`src/rtl/ldp_pkg.sv`:
```
// Shared types and constants for the label dominance prune unit.
// Holds the stored label layout, compare results and interface widths.
// No dependencies.
`default_nettype none
package ldp_pkg;

    localparam int DEF_MAX_LABELS = 32;
    localparam int DEF_NUM_RES    = 4;
    localparam int DEF_NUM_NODES  = 64;
    localparam int DEF_MAX_PATH   = 8;

    localparam int IN_DATA_W  = 240;
    localparam int IN_USER_W  = 2;
    localparam int OUT_DATA_W = 16;

    localparam int RES_LANES = 4;
    localparam int RES_W     = 16;
    localparam int MAP_W     = 64;
    localparam int PATH_W    = 64;
    localparam int PATH_BYTES = 8;

    // Configuration register indexes
    localparam logic CFG_CRIT_IDX = 1'b0;
    localparam logic CFG_ELEM     = 1'b1;

    // Request kinds
    localparam logic REQ_CHECK  = 1'b0;
    localparam logic REQ_APPEND = 1'b1;

    typedef struct packed {
        logic [3:0]  path_len;
        logic [5:0]  vertex;
        logic [63:0] path;
        logic [63:0] umap;
        logic [63:0] res;
        logic [31:0] weight;
    } entry_t;

    typedef struct packed {
        logic same;
        logic new_dom;
        logic ent_dom;
    } cmp_t;

endpackage
`default_nettype wire

```
`src/rtl/ldp_cmp.sv`:
```
// Compare unit: equality and dominance in both senses between the
// held label and one stored entry. Depends on ldp_pkg.
`default_nettype none
module ldp_cmp
    import ldp_pkg::*;
(
    input  wire entry_t     lbl,
    input  wire entry_t     ent,
    input  wire logic       bwd,
    input  wire logic [1:0] crit,
    input  wire logic       elem,
    output cmp_t            res
);

    logic [RES_LANES-1:0] r_le_ne;
    logic [RES_LANES-1:0] r_le_en;
    logic                 w_eq;
    logic                 r_eq;
    logic                 ok_ne;
    logic                 ok_en;
    logic                 sub_fail_ne;
    logic                 sub_fail_en;
    logic                 maps_set;

    always_comb
    begin
        for (int i = 0; i < RES_LANES; i++)
        begin
            if (bwd && crit == 2'(i))
            begin
                r_le_ne[i] = $signed(lbl.res[i*RES_W +: RES_W]) >=
                             $signed(ent.res[i*RES_W +: RES_W]);
                r_le_en[i] = $signed(ent.res[i*RES_W +: RES_W]) >=
                             $signed(lbl.res[i*RES_W +: RES_W]);
            end
            else
            begin
                r_le_ne[i] = $signed(lbl.res[i*RES_W +: RES_W]) <=
                             $signed(ent.res[i*RES_W +: RES_W]);
                r_le_en[i] = $signed(ent.res[i*RES_W +: RES_W]) <=
                             $signed(lbl.res[i*RES_W +: RES_W]);
            end
        end
        w_eq = lbl.weight == ent.weight;
        r_eq = lbl.res == ent.res;
        maps_set = elem && (lbl.umap != '0) && (ent.umap != '0);
        sub_fail_ne = maps_set && ((lbl.umap & ~ent.umap) != '0);
        sub_fail_en = maps_set && ((ent.umap & ~lbl.umap) != '0);
        ok_ne = !(w_eq && r_eq) && ($signed(lbl.weight) <= $signed(ent.weight)) &&
                (&r_le_ne) && !sub_fail_ne;
        ok_en = !(w_eq && r_eq) && ($signed(ent.weight) <= $signed(lbl.weight)) &&
                (&r_le_en) && !sub_fail_en;
        res.same    = w_eq && r_eq && (lbl.vertex == ent.vertex) &&
                      (lbl.path_len == ent.path_len) && (lbl.path == ent.path);
        res.new_dom = ok_ne;
        res.ent_dom = ok_en;
    end

endmodule
`default_nettype wire

```
`config.mk`:
```
export PLATFORM = sky130hd
export DESIGN_NAME = ldp_cmp
export DESIGN_NICKNAME = d
export VERILOG_FILES = /design/src/rtl/ldp_pkg.sv /design/src/rtl/ldp_cmp.sv
export SDC_FILE = /design/constraint.sdc
export NUM_CORES = 1
export LEC_CHECK = 0
export BUFFER_PORTS_ARGS = -buffer_cell sky130_fd_sc_hd__buf_2
export CAP_MARGIN = 30
export CORE_AREA = 8 8 177 179
export DETAILED_ROUTE_END_ITERATION = 8
export DIE_AREA = 0 0 185 187
export GPL_TIMING_DRIVEN = 0
export SYNTH_ARGS = -nofsm -noshare
export SYNTH_HDL_FRONTEND = slang
export SYNTH_SLANG_ARGS = --single-unit
```
`constraint.sdc`:
```
create_clock -name vclk -period 5.75
set_input_delay 0.575 -clock vclk [all_inputs]
set_output_delay 0.575 -clock vclk [all_outputs]
set_load 0.01 [all_outputs]
```
Yosys cells after proc, flatten, opt, wreduce, memory -nomap -nowiden
Index checks and enable logic that the tools add are counted.
{"block": "word_totals", "out_inout_bits": 3, "input_bits": 472, "ff_bits": 0, "elab_cells": 66}
{"block": "op_classes", "bitwise": 4, "n_mux": 8, "eq_ne": 8, "n_lt_le_gt_ge": 18, "n_reduce_logical": 28}
{"op": "nonzero test 64 bit", "count": 4}
{"op": "AND 64 bit", "count": 2}
{"op": "== test 64 bit", "count": 2}
{"op": "greater-or-equal comparator 16 bit", "count": 8}
{"op": "less-or-equal comparator 16 bit", "count": 8}
{"op": "inverter 64 bit", "count": 2}
{"op": "less-or-equal comparator 32 bit", "count": 2}
{"op": "== test 32 bit", "count": 1}
{"op": "logical AND 1 bit", "count": 18}
{"op": "2-to-1 mux 1 bit", "count": 8}
{"op": "AND reduction 4 bit", "count": 2}
{"op": "== test 6 bit", "count": 1}
{"op": "== test 2 bit (second input constant)", "count": 2}
{"op": "== test 4 bit", "count": 1}
{"op": "logical NOT 1 bit", "count": 3}
{"op": "== test 2 x 1 -> 1 bit (second input constant)", "count": 1}
{"op": "logical NOT 2 bit", "count": 1}

Logic depth before layout (Yosys ltp)
Gate-level depths: netlist of the first run.
{"block": "depth", "depth_word": 6, "depth_mapped": 11, "ltp_nobuf": 10}

Worst setup path after synthesis of the first run
No wires, ideal clock.
{"block": "synth_path", "path_kind": "input port to output port", "startpoint": "input port lbl[63] (netlist bit)", "endpoint": "output port res[0] (netlist bit)", "cell_stages": 11, "n_path_buf": 1, "arrival_time_ns": 2.631, "required_time_ns": 5.175, "slack_ns": 2.544, "path_cell_list": "inv_1 -> ha_1 -> nand4_1 -> nor2_1 -> o2bb2ai_1 -> a211oi_2 -> mux2_1 -> a221oi_1 -> a31oi_1 -> nor4_2 -> buf_4"}
{"block": "synth_between", "elab_chain_cells": 6, "elab_cells_between_ends": 10, "classes_between": "order compare: 2; eq/ne: 1; mux: 1; reduce/logical: 6"}
{"element": "from (decl)", "line_no": "ldp_cmp.sv:7", "rtl": "input wire entry_t lbl,"}
{"element": "parallel branches: the longest is 4 deep, another holds less-or-equal comparator 16 bit"}
{"element": "logical AND 1 bit (*)", "line_no": "ldp_cmp.sv:51", "rtl": "ok_en = !(w_eq && r_eq) && ($signed(ent.weight) <= $signed(lbl.weight)) &&"}
{"element": "logical AND 1 bit (*)", "line_no": "ldp_cmp.sv:52", "rtl": "(&r_le_en) && !sub_fail_en;"}
{"element": "to (decl)", "line_no": "ldp_cmp.sv:12", "rtl": "output cmp_t res"}
Every way passes the cells marked *.

Final worst setup path of the first run
{"block": "layout_path", "startpoint": "input port lbl[15] (netlist bit)", "endpoint": "output port res[1] (netlist bit)"}
{"block": "layout_between", "elab_chain_cells": 6, "elab_cells_between_ends": 7, "classes_between": "order compare: 1; eq/ne: 1; reduce/logical: 5"}
{"element": "parallel branches: the longest is 3 deep, another holds less-or-equal comparator 32 bit"}
{"element": "logical AND 1 bit (*) (2 in series)", "line_no": "ldp_cmp.sv:49", "rtl": "ok_ne = !(w_eq && r_eq) && ($signed(lbl.weight) <= $signed(ent.weight)) &&"}
{"element": "logical AND 1 bit (*)", "line_no": "ldp_cmp.sv:50", "rtl": "(&r_le_ne) && !sub_fail_ne;"}
Marks and branches as above.

==> out/qor.csv, run 1 <==
stage,metric,value,unit
outcome,run_status,finished clean,
cts,cts_setup_buffers,0,
global_routing,grt_max_degree,8,
power,seqPwrFrac,0,
run,cap_violations,0,
drt,drt-wirelength-per-cell,20.7,um
logic_synthesis,synth_area_leaders,"ha_1, inv_1, xnor2_1",
power,power.density,69.1,nW/um2
final_layout,fin_nets,1735,
logic_synthesis,syn_area,4710,um2
cts,ctsHoldBuffers,0,
cts,ctsResizeCount,0,
drt,drc,0,
worst_setup_path,cp.arrival,3.25,ns
placement,dp_hpwl,30900,um
global_routing,grt_usage,0.176,
power,p_leak,4.26,nW
final_layout,seq_area,0,um2
logic_synthesis,syn_nets,1257,
min_path,hold_path.class,in -> out,
timing,grt_setup_unrepaired,false,
worst_setup_path,critPathLaunch,lbl[15],
worst_setup_path,cp_max_fo,3,
power,clkPwrFrac,0,
global_routing,antenna_found_initial,16,
drt,via_per_inst,4.45,
logic_synthesis,ys_seq_area_frac,0,
die,fp.dieH,187,um
final_layout,seq_cells,0,
power,ir_drop,0.0321,mV
final_layout,drive_above_1_share,0.420,
timing,period_share,0.665,
power,switching_share,0.515,
die,die_width,185,um
placement,portBuffers,475,
logic_synthesis,synth_top_cell_by_area,ha_1,
worst_setup_path,worstSetupStartpointType,input pin,
timing,finalSetupTns,0,ns
drt,ant_nets,0,
die,core_area,28400,um2
power,power_frac_comb,1.000,
logic_synthesis,synth_common_cells,"inv_1, ha_1, nor4_1",
logic_synthesis,postSynthCellCount,689,
final_layout,nFillCells,3199,
power,p_total,0.525,mW
drt,firstDrtPassIters,4,
timing,finalHoldViolCount,0,
power,p_switching,0.270,mW
die,start_util,0.166,
final_layout,nClkBuffers,0,
drt,drt_iter0_drc,309,
worst_setup_path,crit_path_end_kind,primary output,
timing,drv_slew,0,
placement,pre_cts_ws,1.84,ns
timing,max_freq,261,MHz
timing,period_minus_slack,3.82,ns
timing,relSlewSlack,0.486,
timing,finalSetupViolCount,0,
timing,layout_setup_ws,1.93,ns
logic_synthesis,yosysWarningCount,0,
drt,dr_total_vias,6937,
die,die_area,34600,um2
die,ios,475,
worst_setup_path,path_class,in -> out,
worst_setup_path,endpoint,res[1],
drt,wl,32300,um
power,intPower,0.255,mW
logic_synthesis,synth.distinct_cells,52,
placement,globalplace.congestion,0.975,
logic_synthesis,avgSynthCellArea,6.84,um2
global_routing,grt_pass1_vias,7531,
worst_setup_path,required,5.18,ns
global_routing,grt_overflow,0,
logic_synthesis,synth.most_common_cell,inv_1,
final_layout,area_growth,61.3,%
timing,max_slew.worst_pin.slew,0.763,ns
logic_synthesis,synth_top_area_share,0.255,
die,rows,62,
global_routing,grt_pass1_wl,46200,um
metrics by stage:
| step | instance area, um2 | util | hold slack [ns] | std cells |
|---|---|---|---|---|
| final | 7600 | 0.268 | 1.70 | 1560 |
| after global routing | 7600 | 0.268 | 1.72 | 1559 |
| after CTS | 7580 | 0.267 | 1.70 | 1549 |
| after detailed placement | 7580 | 0.267 | 1.70 | 1549 |
| after global placement | 7570 | 0.267 | 1.69 | 1548 |
| after floorplan | 4710 | - | 1.40 | 689 |
worst min-delay path by stage:
stage	cells after the start	start	end
4_1_cts	5	crit[1]	res[1]
2_1_floorplan	3	crit[1]	res[1]
5_1_grt	5	crit[1]	res[1]
6_report	5	crit[1]	res[1]
3_5_place_dp	5	crit[1]	res[1]
3_3_place_gp	5	crit[1]	res[1]
placed cells by master (no fill, tap or decap), types with 9 or more instances in the layout:
master,n
buf_2,477
inv_1,163
ha_1,96
nor4_1,52
nand4_1,43
xnor2_1,43
a21oi_1,37
xor2_1,37
nand2_1,35
o22ai_1,24
nor2_1,21
a221oi_1,17
nor2b_1,13
diode_2,11
nand3_1,9
o2bb2ai_1,9
nand2b_1,9
cell families after synthesis:
group / Yosys count / synth area share
mux: 1 / 0.00239
xor+xnor: 80 / 0.149
compound gates: 144 / 0.220
fa+ha+maj: 96 / 0.255
buf+inv: 167 / 0.135
simple gates: 201 / 0.240
cell type report:
class | instances | area [um2] | area share
Antenna cell | 11 | 27.5 | 0.00362
Buffer | 3 | 20.0 | 0.00263
Inverter | 164 | 616 | 0.0809
Multi-Input combinational cell | 522 | 4080 | 0.536
Tap cell | 384 | 480 | 0.0632
Timing Repair Buffer | 476 | 2380 | 0.313
power groups by stage:
stage               combinational [mW]   clock (mW)  sequential, mW
finish                           0.525  0.000000257               0
detailed placement               0.522            0               0
global placement                 0.519            0               0
CTS                              0.525            0               0
global route                     0.583  0.000000234               0
floorplan                        0.240            0               0
critical path, cell delays in order:
cell       delay, ns
buf_2           0.07
inv_1           0.03
ha_1            0.30
nand4_1         0.19
nor4_1          0.47
a21boi_1        0.21
o31ai_1         0.10
o211ai_1        0.16
a21oi_1         0.17
a221o_1         0.30
a2111oi_1       0.35
buf_4           0.17
buf_2           0.14
per-layer routing:
metal,vias to the layer above,global-route usage,share of wire
met5,-,0,0.00065
met4,4,0.0446,0.017
met3,33,0.0491,0.090
met2,358,0.313,0.50
met1,3078,0.203,0.40
li1,3464,-,-
Note: power is estimated with default switching activity, not from simulation.
==> inputs of run 2 (changes only) <==
--- a/config.mk
+++ b/config.mk
@@ -5,6 +5,7 @@
 export SDC_FILE = /design/constraint.sdc
 export NUM_CORES = 1
 export LEC_CHECK = 0
+export ABC_AREA = 1
 export BUFFER_PORTS_ARGS = -buffer_cell sky130_fd_sc_hd__buf_2
 export CAP_MARGIN = 30
 export CORE_AREA = 8 8 177 179
==> constraint.sdc (replaced) <==
create_clock -name vclk -period 3.9
set_input_delay 0.39 -clock vclk [all_inputs]
set_output_delay 0.39 -clock vclk [all_outputs]
set_load 0.01 [all_outputs]
==> run 2 against run 1 <==
  * Count of clock-buffer cells in the layout stayed put
  * Hold slack worse by 0.28 ns
  * Largest power group unchanged
  * Critical path depth is 1 higher
  * Die area stayed put
  * Global-route usage is 2.6 points lower
==> out/qor.csv, run 2 <==
stage,metric,value,unit,change
logic_synthesis,synth_compound_area_frac,0.134,,was 0.220
global_routing,grt_usage,0.150,,was 0.176
final_layout,nClkBuffers,0,,unchanged
logic_synthesis,synth_top_family_by_area,simple AND/OR/NAND/NOR gates,,was adder cells
placement,globalplace.congestion,0.918,,was 0.975
logic_synthesis,synth.most_common_cell,nand2_1,,was inv_1
worst_setup_path,crit_path_end_kind,primary output,,unchanged
min_path,hold_path.class,in -> out,,unchanged
drt,dr_total_vias,8072,,was 6937
logic_synthesis,yosysWarningCount,0,,unchanged
power,power.density,92.5,nW/um2,was 69.1 nW/um2
cts,ctsResizeCount,0,,unchanged
worst_setup_path,worstSetupStartpointType,input pin,,unchanged
timing,relSlewSlack,0.651,,was 0.486
worst_setup_path,path_cells,"buf_2, inv_1, ha_1, a21oi_1, o21ai_1, a21oi_1, nand3_1, nand4_1, nand2_1, nor2_1, nand2_1, nor2_2, buf_4, buf_2",,"was buf_2, inv_1, ha_1, nand4_1, nor4_1, a21boi_1, o31ai_1, o211ai_1, a21oi_1, a221o_1, a2111oi_1, buf_4, buf_2"
timing,finalSetupViolCount,0,,unchanged
die,die_area,34600,um2,unchanged
global_routing,antenna_found_initial,11,,was 16
final_layout,final_common_cell,buf_2,,unchanged
final_layout,area_growth,50.9,%,was 61.3%
logic_synthesis,synth.distinct_cells,42,,was 52
logic_synthesis,synth-xor-area-share,0.0560,,was 0.149
die,die_width,185,um,unchanged
logic_synthesis,synth_adder_area_share,0.213,,was 0.255
drt,via_per_inst,4.18,,was 4.45
logic_synthesis,synth_area_leaders,"ha_1, nand2_1, inv_1",,"was ha_1, inv_1, xnor2_1"
timing,finalSetupTns,0,ns,unchanged
drt,wl,28000,um,was 32300 um
global_routing,grt_pass1_vias,8156,,was 7531
outcome,run_status,finished clean,,unchanged
power,ir_drop,0.0380,mV,was 0.0321 mV
worst_setup_path,slowest_stage,ha_1,,was nor4_1
logic_synthesis,syn_nets,1635,,was 1257
die,ios,475,,unchanged
final_layout,nFillCells,3290,,was 3199
placement,portBuffers,475,,unchanged
worst_setup_path,cp_max_fo,3,,unchanged
final_layout,multi_input_area,4640,um2,was 4080 um2
final_layout,seq_cells,0,,unchanged
global_routing,grt_overflow,0,,unchanged
final_layout,seq_area,0,um2,unchanged
final_layout,drive_above_1_share,0.338,,was 0.420
cts,ctsHoldBuffers,0,,unchanged
timing,max_slew.worst_pin.slew,0.516,ns,was 0.763 ns
logic_synthesis,synth_common_cells,"nand2_1, inv_1, nor2_1",,"was inv_1, ha_1, nor4_1"
worst_setup_path,path_class,in -> out,,unchanged
logic_synthesis,syn_area,5630,um2,was 4710 um2
timing,grt_setup_unrepaired,false,,unchanged
logic_synthesis,synthSimpleGateAreaFrac,0.422,,was 0.240
logic_synthesis,synth_top_cell_by_area,ha_1,,unchanged
timing,hold_ws,1.42,ns,was 1.70 ns
cts,cts_setup_buffers,0,,unchanged
final_layout,final_cell_mix,"buf_2, nand2_1, inv_1, nor2_1, ha_1",,"was buf_2, inv_1, ha_1, nor4_1"
global_routing,grt_pass1_wl,41900,um,was 46200 um
timing,period_minus_slack,2.61,ns,
timing,finalHoldViolCount,0,,unchanged
timing,period_share,0.670,,
final_layout,fin_nets,2112,,was 1735
die,rows,62,,unchanged
logic_synthesis,synth_top_area_share,0.213,,was 0.255
logic_synthesis,avgSynthCellArea,5.27,um2,was 6.84 um2
worst_setup_path,required,3.51,ns,was 5.18 ns
drt,ant_nets,0,,unchanged
die,fp.dieH,187,um,unchanged
drt,drc,0,,unchanged
die,core_area,28400,um2,unchanged
logic_synthesis,ys_seq_area_frac,0,,unchanged
logic_synthesis,synthMuxAreaShare,0,,was 0.00239
worst_setup_path,cp.arrival,2.22,ns,was 3.25 ns
timing,drv_slew,0,,unchanged
timing,max_freq,383,MHz,
drt,firstDrtPassIters,4,,unchanged
run,cap_violations,0,,unchanged
drt,drt-wirelength-per-cell,14.5,um,was 20.7 um
die,start_util,0.198,,was 0.166
placement,dp_hpwl,27000,um,was 30900 um
drt,drt_iter0_drc,318,,was 309
global_routing,grt_max_degree,7,,was 8
worst_setup_path,cpPeakStageDelay,0.30,ns,was 0.47 ns
logic_synthesis,postSynthCellCount,1067,,was 689
power,p_leak,5.35,nW,was 4.26 nW
run 2: cell types whose count changed in the layout (fill, tap and decap cells not counted), moves of 28 or more:
cell / previous run / this run
xnor2_1: 43 / 15
o21ai_0: 6 / 38
nand2_1: 35 / 260
nor4_1: 52 / 5
nor2_1: 21 / 158
inv_1: 163 / 252
nand3_1: 9 / 44
run 2: final timing paths:
kind                  startpoint      to  slack [ns]  cells after the start
worst max-delay path     lbl[77]  res[1]        1.29                     14
worst min-delay path    ent[229]  res[2]        1.42                      7
run 2: power breakdown:
| group | switching (mW) | internal (mW) | total (mW) |
|---|---|---|---|
| clock network | 0 | 0.000000103 | 0.000000103 |
| registers | 0 | 0 | 0 |
| logic | 0.405 | 0.380 | 0.785 |
run 2: logic make-up after synthesis:
logic type / count (synthesis)
buffers and inverters: 259
AO/OA/AOI/OAI: 132
AND/OR/NAND/NOR: 544
adder cells (fa/ha/maj): 96
XOR/XNOR: 36
run 2: critical path, delay by kind of cell:
| kind | cells | cell delay, ns |
|---|---|---|
| AO/OA/AOI/OAI | 3 | 0.62 |
| adder cells (fa/ha/maj) | 1 | 0.30 |
| buffers and inverters | 4 | 0.35 |
| AND/OR/NAND/NOR | 6 | 0.56 |
run 2: stage by stage:
stage                     area, um2  power (mW)  setup WS (ns)   util  cells
after floorplan                5630       0.414           1.76      -   1067
after global placement         8480       0.772           1.23  0.299   1926
after detailed placement       8480       0.789           1.23  0.299   1926
after CTS                      8480       0.793           1.22  0.299   1926
after global routing           8490       0.901           1.08  0.299   1928
final                          8490       0.785           1.29  0.299   1929
run 2: final cells by class:
type	instances	share of cell area
multi-input combinational	808	0.547
timing repair buffer	475	0.280
inverter	257	0.114
tap	384	0.0566
buffer	2	0.00177
antenna	3	0.000884
run 2: layer usage:
metal / vias up / GRT usage / routed length [um]
met1: 3403 / 0.170 / 11000
li1: 4293 / - / -
met5: - / 0 / 0
met4: 0 / 0.0206 / 461
met2: 342 / 0.286 / 14200
met3: 34 / 0.0326 / 2320
